## src/rtl/core/complex_field_colorizer_assert.svh

```systemverilog
// Assertion macros for the complex field colorizer.
// Included by the top level; no other dependencies.
`ifndef COMPLEX_FIELD_COLORIZER_ASSERT_SVH
`define COMPLEX_FIELD_COLORIZER_ASSERT_SVH

// Same-cycle implication, disabled while reset is low.
`define CFC_ASSERT_NOW(lbl, clk, rstn, ante, cons, msg) \
    lbl: assert property (@(posedge clk) disable iff (!rstn) (ante) |-> (cons)) \
        else $error(msg);

// Next-cycle implication, disabled while reset is low.
`define CFC_ASSERT_NEXT(lbl, clk, rstn, ante, cons, msg) \
    lbl: assert property (@(posedge clk) disable iff (!rstn) (ante) |=> (cons)) \
        else $error(msg);

`endif

```

## src/rtl/core/cfc_pkg.sv

```systemverilog
// Shared constants and tables for the complex field colorizer.
// No dependencies.
`default_nettype none
package cfc_pkg;

    localparam int          CORDIC_STEPS = 14;
    localparam logic [16:0] ONE_Q16      = 17'h10000;
    localparam logic [15:0] DIV10_MUL    = 16'd52429;
    localparam int          DIV10_SHIFT  = 19;

    localparam logic [2:0] VIEW_REAL  = 3'd0;
    localparam logic [2:0] VIEW_IMAG  = 3'd1;
    localparam logic [2:0] VIEW_MAG   = 3'd2;
    localparam logic [2:0] VIEW_PHASE = 3'd3;

    localparam logic [1:0] REG_VIEW_MODE      = 2'd0;
    localparam logic [1:0] REG_NORMALIZE_VIEW = 2'd1;
    localparam logic [1:0] REG_SHOW_POTENTIAL = 2'd2;

    // Arctangent of 2^-i in 2^-16 turns, rounded.
    function automatic logic [13:0] atan_turn(input logic [3:0] idx);
        logic [13:0] res;
        case (idx)
            4'd0:    res = 14'd8192;
            4'd1:    res = 14'd4836;
            4'd2:    res = 14'd2555;
            4'd3:    res = 14'd1297;
            4'd4:    res = 14'd651;
            4'd5:    res = 14'd326;
            4'd6:    res = 14'd163;
            4'd7:    res = 14'd81;
            4'd8:    res = 14'd41;
            4'd9:    res = 14'd20;
            4'd10:   res = 14'd10;
            4'd11:   res = 14'd5;
            4'd12:   res = 14'd3;
            4'd13:   res = 14'd1;
            default: res = 14'd0;
        endcase
        return res;
    endfunction

endpackage
`default_nettype wire

```

## src/rtl/core/cfc_sqrt.sv

```systemverilog
// Iterative integer square root of a^2 + b^2, one result bit per cycle.
// Uses no package; squares are formed in PH_SQA then PH_SQB with one multiplier.
`default_nettype none
module cfc_sqrt #(
    parameter int S = 16
) (
    input  wire logic         i_clk,
    input  wire logic         i_rst_n,
    input  wire logic         i_start,
    input  wire logic [S-1:0] i_a,
    input  wire logic [S-1:0] i_b,
    output logic              o_busy,
    output logic [S-1:0]      o_root
);
    localparam int NB = 2 * S;
    localparam logic [1:0] PH_IDLE = 2'd0;
    localparam logic [1:0] PH_SQA  = 2'd1;
    localparam logic [1:0] PH_SQB  = 2'd2;
    localparam logic [1:0] PH_RUN  = 2'd3;

    logic [1:0]    r_phase;
    logic [S-1:0]  r_a, r_b;
    logic [NB-1:0] r_n, r_res, r_bit;
    logic [S-1:0]  w_op;
    logic [NB-1:0] w_prod, w_sum;

    assign w_op   = (r_phase == PH_SQA) ? r_a : r_b;
    assign w_prod = w_op * w_op;
    assign w_sum  = r_res + r_bit;

    always_ff @(posedge i_clk) begin
        if (!i_rst_n) begin
            r_phase <= PH_IDLE;
        end else begin
            case (r_phase)
                PH_IDLE: begin
                    if (i_start) begin
                        r_a     <= i_a;
                        r_b     <= i_b;
                        r_phase <= PH_SQA;
                    end
                end
                PH_SQA: begin
                    r_n     <= w_prod;
                    r_phase <= PH_SQB;
                end
                PH_SQB: begin
                    r_n     <= r_n + w_prod;
                    r_res   <= '0;
                    r_bit   <= NB'(1) << (NB - 2);
                    r_phase <= PH_RUN;
                end
                PH_RUN: begin
                    if (r_n >= w_sum) begin
                        r_n   <= r_n - w_sum;
                        r_res <= (r_res >> 1) + r_bit;
                    end else begin
                        r_res <= r_res >> 1;
                    end
                    r_bit <= r_bit >> 2;
                    if (r_bit[0]) begin
                        r_phase <= PH_IDLE;
                    end
                end
                default: r_phase <= PH_IDLE;
            endcase
        end
    end

    assign o_busy = (r_phase != PH_IDLE);
    assign o_root = r_res[S-1:0];
endmodule
`default_nettype wire

```

## src/rtl/core/cfc_cordic.sv

```systemverilog
// Vectoring CORDIC giving the phase of (re, im) as a hue in 2^-16 turns.
// Uses cfc_pkg for the step count and arctangent table.
`default_nettype none
module cfc_cordic #(
    parameter int S = 16
) (
    input  wire logic                i_clk,
    input  wire logic                i_rst_n,
    input  wire logic                i_start,
    input  wire logic signed [S-1:0] i_re,
    input  wire logic signed [S-1:0] i_im,
    output logic                     o_busy,
    output logic [15:0]              o_hue
);
    localparam int W = S + 10;

    logic                r_busy;
    logic [3:0]          r_i;
    logic signed [W-1:0] r_x, r_y;
    logic signed [17:0]  r_ang;
    logic signed [W-1:0] w_x0, w_y0, w_dx, w_dy;
    logic signed [17:0]  w_atan, w_h;

    assign w_x0   = W'(i_re) <<< 8;
    assign w_y0   = W'(i_im) <<< 8;
    assign w_dx   = r_y >>> r_i;
    assign w_dy   = r_x >>> r_i;
    assign w_atan = $signed({4'b0, cfc_pkg::atan_turn(r_i)});
    assign w_h    = r_ang + 18'sd32768;

    always_ff @(posedge i_clk) begin
        if (!i_rst_n) begin
            r_busy <= 1'b0;
        end else if (i_start) begin
            // Fold the left half plane over by a half turn.
            if (w_x0 < 0) begin
                r_x   <= -w_x0;
                r_y   <= -w_y0;
                r_ang <= 18'sd32768;
            end else begin
                r_x   <= w_x0;
                r_y   <= w_y0;
                r_ang <= '0;
            end
            r_i    <= '0;
            r_busy <= (i_im != '0);
        end else if (r_busy) begin
            if (!r_y[W-1]) begin
                r_x   <= r_x + w_dx;
                r_y   <= r_y - w_dy;
                r_ang <= r_ang + w_atan;
            end else begin
                r_x   <= r_x - w_dx;
                r_y   <= r_y + w_dy;
                r_ang <= r_ang - w_atan;
            end
            r_i <= r_i + 4'd1;
            if (r_i == 4'(cfc_pkg::CORDIC_STEPS - 1)) begin
                r_busy <= 1'b0;
            end
        end
    end

    assign o_busy = r_busy;
    assign o_hue  = w_h[15:0];
endmodule
`default_nettype wire

```

## src/rtl/core/cfc_div.sv

```systemverilog
// Restoring unsigned divider, one quotient bit per cycle.
// No package dependencies.
`default_nettype none
module cfc_div #(
    parameter int NW = 34,
    parameter int DW = 18
) (
    input  wire logic          i_clk,
    input  wire logic          i_rst_n,
    input  wire logic          i_start,
    input  wire logic [NW-1:0] i_num,
    input  wire logic [DW-1:0] i_den,
    output logic               o_busy,
    output logic [NW-1:0]      o_quo
);
    localparam int CW = $clog2(NW + 1);

    logic          r_busy;
    logic [CW-1:0] r_cnt;
    logic [NW-1:0] r_num, r_quo;
    logic [DW-1:0] r_den;
    logic [DW:0]   r_rem;
    logic [DW:0]   w_trial, w_diff;
    logic          w_ge;

    assign w_trial = {r_rem[DW-1:0], r_num[NW-1]};
    assign w_ge    = (w_trial >= {1'b0, r_den});
    assign w_diff  = w_trial - {1'b0, r_den};

    always_ff @(posedge i_clk) begin
        if (!i_rst_n) begin
            r_busy <= 1'b0;
            r_cnt  <= '0;
        end else if (i_start) begin
            r_busy <= 1'b1;
            r_cnt  <= CW'(NW);
            r_num  <= i_num;
            r_den  <= i_den;
            r_rem  <= '0;
            r_quo  <= '0;
        end else if (r_busy) begin
            r_rem <= w_ge ? w_diff : w_trial;
            r_quo <= {r_quo[NW-2:0], w_ge};
            r_num <= r_num << 1;
            r_cnt <= r_cnt - 1'b1;
            if (r_cnt == CW'(1)) begin
                r_busy <= 1'b0;
            end
        end
    end

    assign o_busy = r_busy;
    assign o_quo  = r_quo;
endmodule
`default_nettype wire

```

## src/rtl/core/complex_field_colorizer.sv

```systemverilog
// Complex field colorizer: one word in, at most one RGB word out. A measure word (tuser bit 0
// low) is paced by the bit-serial square root. A render word adds one divide, with NW =
// max(SAMPLE_BITS + 18, FRAC_BITS + 6) quotient bits (34 by default), a second divide when
// the potential tint is on, and hue mixing in ST_HUE and ST_MIX. A render word also holds
// in ST_MIX while the output register still carries an unread word. The CORDIC runs beside
// the square root and never sets the pace. s_axis_tready is high only between words; a
// finished result sits in the output register while the next word is taken.
`default_nettype none
`include "complex_field_colorizer_assert.svh"
module complex_field_colorizer #(
    parameter int SAMPLE_BITS = 16,
    parameter int FRAC_BITS   = 13
) (
    input  wire logic                                i_clk,
    input  wire logic                                i_rst_n,
    input  wire logic                                s_axis_tvalid,
    output logic                                     s_axis_tready,
    // psi_re, psi_im, pot_re from bit 0 up, zero padded to whole bytes
    input  wire logic [((3*SAMPLE_BITS+7)/8)*8-1:0]  s_axis_tdata,
    // op, frame_start from bit 0 up
    input  wire logic [1:0]                          s_axis_tuser,
    output logic                                     m_axis_tvalid,
    input  wire logic                                m_axis_tready,
    // red, green, blue from bit 0 up
    output logic [23:0]                              m_axis_tdata,
    input  wire logic                                i_cfg_we,
    input  wire logic [1:0]                          i_cfg_idx,
    input  wire logic [2:0]                          i_cfg_data
);
    localparam int S  = SAMPLE_BITS;
    localparam int F  = FRAC_BITS;
    localparam int DW = (S > F + 5) ? S : F + 5;
    localparam int NW = (S + 18 > F + 6) ? S + 18 : F + 6;

    localparam logic [2:0] ST_IDLE = 3'd0;
    localparam logic [2:0] ST_MAG  = 3'd1;
    localparam logic [2:0] ST_DIV1 = 3'd2;
    localparam logic [2:0] ST_DIV2 = 3'd3;
    localparam logic [2:0] ST_PVT  = 3'd4;
    localparam logic [2:0] ST_HUE  = 3'd5;
    localparam logic [2:0] ST_MIX  = 3'd6;

    function automatic logic [7:0] to_channel(input logic signed [19:0] t);
        logic [24:0] acc;
        logic [7:0]  res;
        acc = ({9'b0, t[15:0]} << 8) - {9'b0, t[15:0]} + 25'd32768;
        if (t <= 0) begin
            res = 8'd0;
        end else if (t >= 20'sd65536) begin
            res = 8'd255;
        end else begin
            res = acc[23:16];
        end
        return res;
    endfunction

    logic [2:0]   r_state;
    logic [2:0]   r_view;
    logic         r_norm, r_show;
    logic [S-1:0] r_peak_mag, r_peak_pot;
    logic         r_op, r_fs;
    logic [S-1:0] r_re, r_im, r_pot;
    logic [16:0]  r_q, r_v, r_mid;
    logic [14:0]  r_tint;
    logic [34:0]  r_pvm;
    logic [2:0]   r_sec;
    logic         r_m_valid;
    logic [23:0]  r_m_data;

    logic          w_accept;
    logic [S-1:0]  w_in_re, w_in_im, w_in_pot, w_in_abs_re, w_in_abs_im;
    logic [S-1:0]  w_abs_re, w_abs_im, w_abs_pot, w_part_abs;
    logic          w_sqrt_busy, w_cordic_busy, w_div_busy;
    logic [S-1:0]  w_root;
    logic [15:0]   w_hue;
    logic          w_div_start;
    logic [NW-1:0] w_div_num, w_div_quo;
    logic [DW-1:0] w_div_den, w_den1;
    logic [NW-1:0] w_num_main, w_num_pv;
    logic [DW-1:0] w_den_pv;
    logic [16:0]   w_qc, w_v, w_fm;
    logic [18:0]   w_pv3, w_h6;
    logic [34:0]   w_midp;
    logic          w_part_neg;
    logic signed [19:0] w_pr, w_r, w_g, w_b, w_hi, w_mid;

    assign w_accept      = s_axis_tvalid && s_axis_tready;
    assign s_axis_tready = (r_state == ST_IDLE);

    assign w_in_re     = s_axis_tdata[S-1:0];
    assign w_in_im     = s_axis_tdata[2*S-1:S];
    assign w_in_pot    = s_axis_tdata[3*S-1:2*S];
    assign w_in_abs_re = w_in_re[S-1] ? (~w_in_re + 1'b1) : w_in_re;
    assign w_in_abs_im = w_in_im[S-1] ? (~w_in_im + 1'b1) : w_in_im;
    assign w_abs_re    = r_re[S-1] ? (~r_re + 1'b1) : r_re;
    assign w_abs_im    = r_im[S-1] ? (~r_im + 1'b1) : r_im;
    assign w_abs_pot   = r_pot[S-1] ? (~r_pot + 1'b1) : r_pot;

    cfc_sqrt #(.S(S)) u_sqrt (
        .i_clk   (i_clk),
        .i_rst_n (i_rst_n),
        .i_start (w_accept),
        .i_a     (w_in_abs_re),
        .i_b     (w_in_abs_im),
        .o_busy  (w_sqrt_busy),
        .o_root  (w_root)
    );

    cfc_cordic #(.S(S)) u_cordic (
        .i_clk   (i_clk),
        .i_rst_n (i_rst_n),
        .i_start (w_accept),
        .i_re    ($signed(w_in_re)),
        .i_im    ($signed(w_in_im)),
        .o_busy  (w_cordic_busy),
        .o_hue   (w_hue)
    );

    // Main divide: brightness or real/imaginary ratio over the view divisor.
    assign w_den1     = r_norm ? DW'(r_peak_mag) : (DW'(1) << F);
    assign w_part_abs = (r_view == cfc_pkg::VIEW_REAL) ? w_abs_re : w_abs_im;
    assign w_part_neg = (r_view == cfc_pkg::VIEW_REAL) ? r_re[S-1] : r_im[S-1];
    assign w_num_main = ((r_view == cfc_pkg::VIEW_REAL) || (r_view == cfc_pkg::VIEW_IMAG))
                      ? ((NW'(w_part_abs) << 15) + NW'(w_den1 >> 1))
                      : ((NW'(w_root) << 16) + NW'(w_den1 >> 1));

    // Potential divide: |pot| over 0.8 * peak, or over 20.0 with no peak.
    assign w_num_pv = (r_peak_pot != '0)
                    ? ((NW'(w_abs_pot) << 16) + (NW'(w_abs_pot) << 14) + NW'(r_peak_pot >> 1))
                    : ((NW'(w_abs_pot) << 16) + (NW'(10) << F));
    assign w_den_pv = (r_peak_pot != '0) ? DW'(r_peak_pot) : (DW'(20) << F);

    assign w_div_start = ((r_state == ST_MAG) && !w_sqrt_busy && r_op)
                      || ((r_state == ST_DIV1) && !w_div_busy && r_show);
    assign w_div_num   = (r_state == ST_MAG) ? w_num_main : w_num_pv;
    assign w_div_den   = (r_state == ST_MAG) ? w_den1 : w_den_pv;

    cfc_div #(.NW(NW), .DW(DW)) u_div (
        .i_clk   (i_clk),
        .i_rst_n (i_rst_n),
        .i_start (w_div_start),
        .i_num   (w_div_num),
        .i_den   (w_div_den),
        .o_busy  (w_div_busy),
        .o_quo   (w_div_quo)
    );

    assign w_qc  = (w_div_quo > NW'(cfc_pkg::ONE_Q16)) ? cfc_pkg::ONE_Q16 : w_div_quo[16:0];
    assign w_pv3 = {2'b0, w_qc} + {1'b0, w_qc, 1'b0} + 19'd5;

    // Hue sector and fraction; the middle channel rises or falls with the fraction.
    assign w_h6  = ({3'b0, w_hue} << 2) + ({3'b0, w_hue} << 1);
    assign w_v   = ((r_view == cfc_pkg::VIEW_PHASE) && r_norm) ? cfc_pkg::ONE_Q16 : r_q;
    assign w_fm  = w_h6[16] ? (cfc_pkg::ONE_Q16 - {1'b0, w_h6[15:0]}) : {1'b0, w_h6[15:0]};
    assign w_midp = ({18'b0, w_v} * {18'b0, w_fm}) + 35'd32768;

    assign w_pr  = w_part_neg ? (20'sd32768 - $signed({3'b0, r_q}))
                              : (20'sd32768 + $signed({3'b0, r_q}));
    assign w_hi  = $signed({3'b0, r_v});
    assign w_mid = $signed({3'b0, r_mid});

    always_comb begin
        case (r_view)
            cfc_pkg::VIEW_REAL, cfc_pkg::VIEW_IMAG: begin
                w_r = w_pr;
                w_g = w_pr;
                w_b = w_pr;
            end
            cfc_pkg::VIEW_MAG: begin
                w_r = $signed({3'b0, r_q});
                w_g = $signed({3'b0, r_q});
                w_b = $signed({3'b0, r_q});
            end
            default: begin
                case (r_sec)
                    3'd0:    begin w_r = w_hi;  w_g = w_mid; w_b = '0;    end
                    3'd1:    begin w_r = w_mid; w_g = w_hi;  w_b = '0;    end
                    3'd2:    begin w_r = '0;    w_g = w_hi;  w_b = w_mid; end
                    3'd3:    begin w_r = '0;    w_g = w_mid; w_b = w_hi;  end
                    3'd4:    begin w_r = w_mid; w_g = '0;    w_b = w_hi;  end
                    default: begin w_r = w_hi;  w_g = '0;    w_b = w_mid; end
                endcase
            end
        endcase
        // Tint red for positive potential, blue for negative.
        if (!r_pot[S-1]) begin
            w_r = w_r + $signed({5'b0, r_tint});
        end else begin
            w_b = w_b + $signed({5'b0, r_tint});
        end
    end

    always_ff @(posedge i_clk) begin
        if (!i_rst_n) begin
            r_view     <= '0;
            r_norm     <= 1'b0;
            r_show     <= 1'b0;
        end else if (i_cfg_we) begin
            case (i_cfg_idx)
                cfc_pkg::REG_VIEW_MODE:      r_view <= i_cfg_data;
                cfc_pkg::REG_NORMALIZE_VIEW: r_norm <= i_cfg_data[0];
                cfc_pkg::REG_SHOW_POTENTIAL: r_show <= i_cfg_data[0];
                default: ;
            endcase
        end
    end

    always_ff @(posedge i_clk) begin
        if (!i_rst_n) begin
            r_state    <= ST_IDLE;
            r_peak_mag <= S'(1);
            r_peak_pot <= '0;
            r_m_valid  <= 1'b0;
        end else begin
            // Drop the word once taken, unless a new one is loaded below.
            if (m_axis_tready && (r_state != ST_MIX)) begin
                r_m_valid <= 1'b0;
            end
            case (r_state)
                ST_IDLE: begin
                    if (w_accept) begin
                        r_op    <= s_axis_tuser[0];
                        r_fs    <= s_axis_tuser[1];
                        r_re    <= w_in_re;
                        r_im    <= w_in_im;
                        r_pot   <= w_in_pot;
                        r_state <= ST_MAG;
                    end
                end
                ST_MAG: begin
                    if (!w_sqrt_busy) begin
                        if (!r_op) begin
                            if (r_fs) begin
                                r_peak_mag <= (w_root == '0) ? S'(1) : w_root;
                                r_peak_pot <= w_abs_pot;
                            end else begin
                                if (w_root > r_peak_mag) r_peak_mag <= w_root;
                                if (w_abs_pot > r_peak_pot) r_peak_pot <= w_abs_pot;
                            end
                            r_state <= ST_IDLE;
                        end else begin
                            r_state <= ST_DIV1;
                        end
                    end
                end
                ST_DIV1: begin
                    if (!w_div_busy) begin
                        r_q    <= w_qc;
                        r_tint <= '0;
                        r_state <= r_show ? ST_DIV2 : ST_HUE;
                    end
                end
                ST_DIV2: begin
                    if (!w_div_busy) begin
                        r_pvm   <= {16'b0, w_pv3} * {19'b0, cfc_pkg::DIV10_MUL};
                        r_state <= ST_PVT;
                    end
                end
                ST_PVT: begin
                    r_tint  <= r_pvm[cfc_pkg::DIV10_SHIFT+14:cfc_pkg::DIV10_SHIFT];
                    r_state <= ST_HUE;
                end
                ST_HUE: begin
                    if (!w_cordic_busy) begin
                        r_v     <= w_v;
                        r_sec   <= w_h6[18:16];
                        r_mid   <= w_midp[32:16];
                        r_state <= ST_MIX;
                    end
                end
                ST_MIX: begin
                    // Hold until the output register is free.
                    if (!r_m_valid || m_axis_tready) begin
                        r_m_valid <= 1'b1;
                        r_m_data  <= {to_channel(w_b), to_channel(w_g), to_channel(w_r)};
                        r_state   <= ST_IDLE;
                    end
                end
                default: r_state <= ST_IDLE;
            endcase
        end
    end

    assign m_axis_tvalid = r_m_valid;
    assign m_axis_tdata  = r_m_data;

    `CFC_ASSERT_NOW(a_peak_floor, i_clk, i_rst_n, 1'b1, r_peak_mag != '0, "peak magnitude is zero")
    `CFC_ASSERT_NEXT(a_measure_silent, i_clk, i_rst_n, (r_state == ST_MAG) && !w_sqrt_busy && !r_op, (r_state == ST_IDLE) && !$rose(r_m_valid), "measure word produced a result")
    `CFC_ASSERT_NEXT(a_mix_holds, i_clk, i_rst_n, (r_state == ST_MIX) && r_m_valid && !m_axis_tready, r_state == ST_MIX, "result overwrote a pending word")
endmodule
`default_nettype wire
```

## config.mk

```make
export PLATFORM = sky130hd
export DESIGN_NAME = complex_field_colorizer
export DESIGN_NICKNAME = d
export VERILOG_FILES = /design/src/rtl/core/cfc_pkg.sv /design/src/rtl/core/cfc_sqrt.sv /design/src/rtl/core/cfc_cordic.sv /design/src/rtl/core/cfc_div.sv /design/src/rtl/core/complex_field_colorizer.sv
export VERILOG_INCLUDE_DIRS = /design/src /design/src/rtl/core
export SDC_FILE = /design/constraint.sdc
export NUM_CORES = 2
export LEC_CHECK = 0
export BUFFER_PORTS_ARGS = -buffer_cell sky130_fd_sc_hd__buf_2
export CELL_PAD_IN_SITES_DETAIL_PLACEMENT = 0
export CELL_PAD_IN_SITES_GLOBAL_PLACEMENT = 1
export CORE_MARGIN = 5
export CORE_UTILIZATION = 35
export DETAILED_ROUTE_END_ITERATION = 10
export PLACE_DENSITY = 0.59
export SYNTH_ARGS = -nofsm -noshare
export SYNTH_HDL_FRONTEND = slang
export SYNTH_SLANG_ARGS = --single-unit
```

## constraint.sdc

```tcl
create_clock -name i_clk -period 9.1 [get_ports i_clk]
set_clock_uncertainty 0.2 [all_clocks]
set_input_delay 1.365 -clock i_clk [delete_from_list [all_inputs] [get_ports i_clk]]
set_output_delay 1.365 -clock i_clk [all_outputs]
set_load 0.02 [all_outputs]
```

==> flow_summary.yaml <==
finish:
  drive_above_1_share_pct: 14.6
  synthToLayoutAreaGrowth_pct: 15.7
  stdcell_area_um2: 74100
  fin_nets: 8747
  nFillCells: 18260
timing:
  hold_viol: 0
  whs_ns: 0.300
  setup_violations: 0
  tns_ns: 0
  relSlewSlack_pct: 16.1
  min_period_ns: 9.09
  rsz0062_at_grt: "true"
  worstMarginPinSlew_ns: 1.25
  period_share_pct: 99.9
  finalMaxSlewViolations: 0
  fmax_mhz: 110
synth:
  synthTopCellsByArea: "edfxtp_1 21%, fa_1 15%, ha_1 15%"
  synth_edf_count: 445
  synth_area_um2: 64000
  ys_ff_latch: 510
  ys_async_sr_fraction_pct: 0
  syn_nets: 8332
  synthCells: 7044
  ys.flop_type: "edfxtp_1"
  synth_cell_types: 101
  synth_top_area_share_pct: 20.9
  yosysSeqAreaShare_pct: 22.9
  syn_avg_cell_area_um2: 9.09
  yosys_warnings: 0
  yosys.area.top_type: "edfxtp_1"
drt:
  drt-vias-per-instance: 5.24
  drt-met1-wl_mm: 96.8
  ant_nets: 0
  routed_wl_mm: 200
  post_drt_wl_per_cell_um: 20.2
  routed-via-count: 51943
  drc: 0
  drt_pre_antenna_iters: 5
  drt-initial-drc-count: 3263
  wl_met2_mm: 92.5
  wl_met3_mm: 7.36
  top_layer_used: "met5"
global_routing:
  grt_pass1_wl_mm: 310
  grt_max_degree: 74
  grt_pass1_vias: 51967
  antenna_found_initial: 16
  track_usage_pct: 20.5
  grt_overflow: 0
floorplanning:
  die_h_um: 438
  ios: 86
  rows: 157
  die_width_um: 438
  start_util_pct: 35.1
  fp.dieArea_um2: 192000
  coreArea_um2: 182000
cts:
  clockBufferDepth: 3
  cts.sinks: 510
  numCtsBuffers: 71
  clkLatencyLatePin_ns: 0.68
  cts_tree: "yes"
  path_clk_slew_ns: 0.06
  hold_buffers: 0
  htree_levels: 3
  root_buffer: "clkbuf_16"
placement:
  placed_area_um2: 70000
  hpwl_mm: 161
  io_buffer_count: 85
  gp_congestion: 0.882
critical_path:
  crit_type: "register to register"
  crit_path_start_kind: "register"
  crit_required_ns: 9.35
  crit_fanout: 6
  cp_slowest_cell: "fa_1"
  end_kind: "register"
  cp.arrival_ns: 9.34
  critPathMaxStageDelay_ns: 0.52
worst_hold_path:
  hold_path_class: "register to register"
job:
  max_cap_violations: 0
outcome:
  outcome: "completed"
==> stage by stage <==
stage	worst slack [ns]	cells	utilization (%)
final	0.0120	9907	40.6
after global routing	-0.401	9904	40.6
after CTS	-0.0780	9847	39.9
after detailed placement	-0.355	9703	38.4
after global placement	-0.302	9703	38.4
after floorplan	0.0111	7044	-
==> logic make-up after synthesis <==
group	after synthesis	share of synthesized area [%]
buffers and inverters	1165	6.94
AO/OA/AOI/OAI	1436	14.6
multiplexers	199	4.34
flip-flops	510	22.9
AND/OR/NAND/NOR	2032	15.0
XOR/XNOR	474	6.54
adder cells (fa/ha/maj)	1228	29.6
==> synthesized netlist by cell type (99+ instances only) <==
master,number
xor2_1,191
and2_1,104
edfxtp_1,445
clkbuf_1,199
a21o_1,123
inv_1,917
xnor2_1,280
fa_1,481
a21oi_1,367
ha_1,747
nor2_1,579
nor3_1,122
nand2_1,640
and3_1,99
o21ai_0,283
==> cell usage in the layout, fill, tap and decap left out, types with 24 or more instances in the layout <==
cell type,synthesis,layout
a211oi_1,86,78
a21boi_0,30,25
a21o_1,123,123
a21oi_1,367,337
a21oi_2,0,27
a22oi_1,25,25
a31o_2,25,24
a31oi_1,68,65
and2_1,104,101
and3_1,99,92
buf_2,10,85
buf_4,0,463
clkbuf_16,0,76
dfxtp_1,65,63
edfxtp_1,445,445
fa_1,481,470
ha_1,747,723
inv_1,917,894
inv_2,3,28
mux2_2,56,52
mux2i_1,86,76
mux4_2,49,49
nand2_1,640,628
nand2b_1,67,67
nand3_1,97,93
nand4_1,52,52
nor2_1,579,555
nor2b_1,60,58
nor3_1,122,112
nor4_1,41,38
o211ai_1,66,66
o21a_1,70,70
o21ai_0,283,268
o21bai_1,44,44
o31ai_1,49,47
or3_1,59,59
xnor2_1,280,268
xor2_1,191,187
==> metal layers <==
layer  vias up  GRT usage, %
li1      25319             -
met1     25486          29.4
met2       947          33.8
met3       189          2.26
met4         2          3.77
met5         -             0
==> registers in the layout, summed over array words and instances (netlist names), 17 cells and up <==
| register | count |
|---|---|
| u_sqrt.r_n | 32 |
| r_q | 17 |
| r_mid | 17 |
| u_div.r_rem | 18 |
| u_cordic.r_y | 26 |
| r_v | 17 |
| u_div.r_num | 34 |
| u_sqrt.r_res | 32 |
| u_cordic.r_x | 26 |
| u_div.r_den | 17 |
| m_axis_tdata | 24 |
| u_div.o_quo | 34 |
==> cell type report <==
type	count	area, um2	share of cell area, %
repair buffers	581	4380	5.92
flip-flops and latches	510	14700	19.8
clock inverters	39	468	0.632
well taps	2385	2980	4.03
diodes	7	17.5	0.0237
multi-input cells	5369	46100	62.3
inverters	926	3480	4.70
clock buffers	90	1910	2.58
==> worst paths after layout <==
path,start,endpoint,slack (ns),depth (start not counted)
worst min-delay path,r_peak_mag[13]$_SDFFE_PN0P_,r_peak_mag[13]$_SDFFE_PN0P_,0.30,2
worst min register to register,r_peak_mag[13]$_SDFFE_PN0P_,r_peak_mag[13]$_SDFFE_PN0P_,0.30,2
worst max register to register,u_div.o_quo[5]$_SDFFCE_PN0P_,r_pvm[32]$_DFFE_PP_,0.01,41
worst max-delay path,u_div.o_quo[5]$_SDFFCE_PN0P_,r_pvm[32]$_DFFE_PP_,0.01,41
==> worst max-delay path: cells and delay by family, from the launching register on <==
family          cells  cell delay [ns]
buf+inv             6             0.40
compound gates     17             2.86
fa+ha+maj           8             3.27
simple gates        9             1.63
flops               1             0.42
xor+xnor            1             0.12
==> timing repair <==
| action | 4_1_cts | 5_1_grt |
|---|---|---|
| pin swaps | 41 | 154 |
| hold endpoints to repair | 0 | 0 |
| gates cloned | 0 | 1 |
| endpoints found under the setup margin | 19 | 33 |
| setup buffers | 15 | 54 |
| gates resized for setup | 53 | 206 |
Power is left out: the tool's default activity adds up to more than one toggle a clock period on the data nets, which glitch-free logic cannot reach.
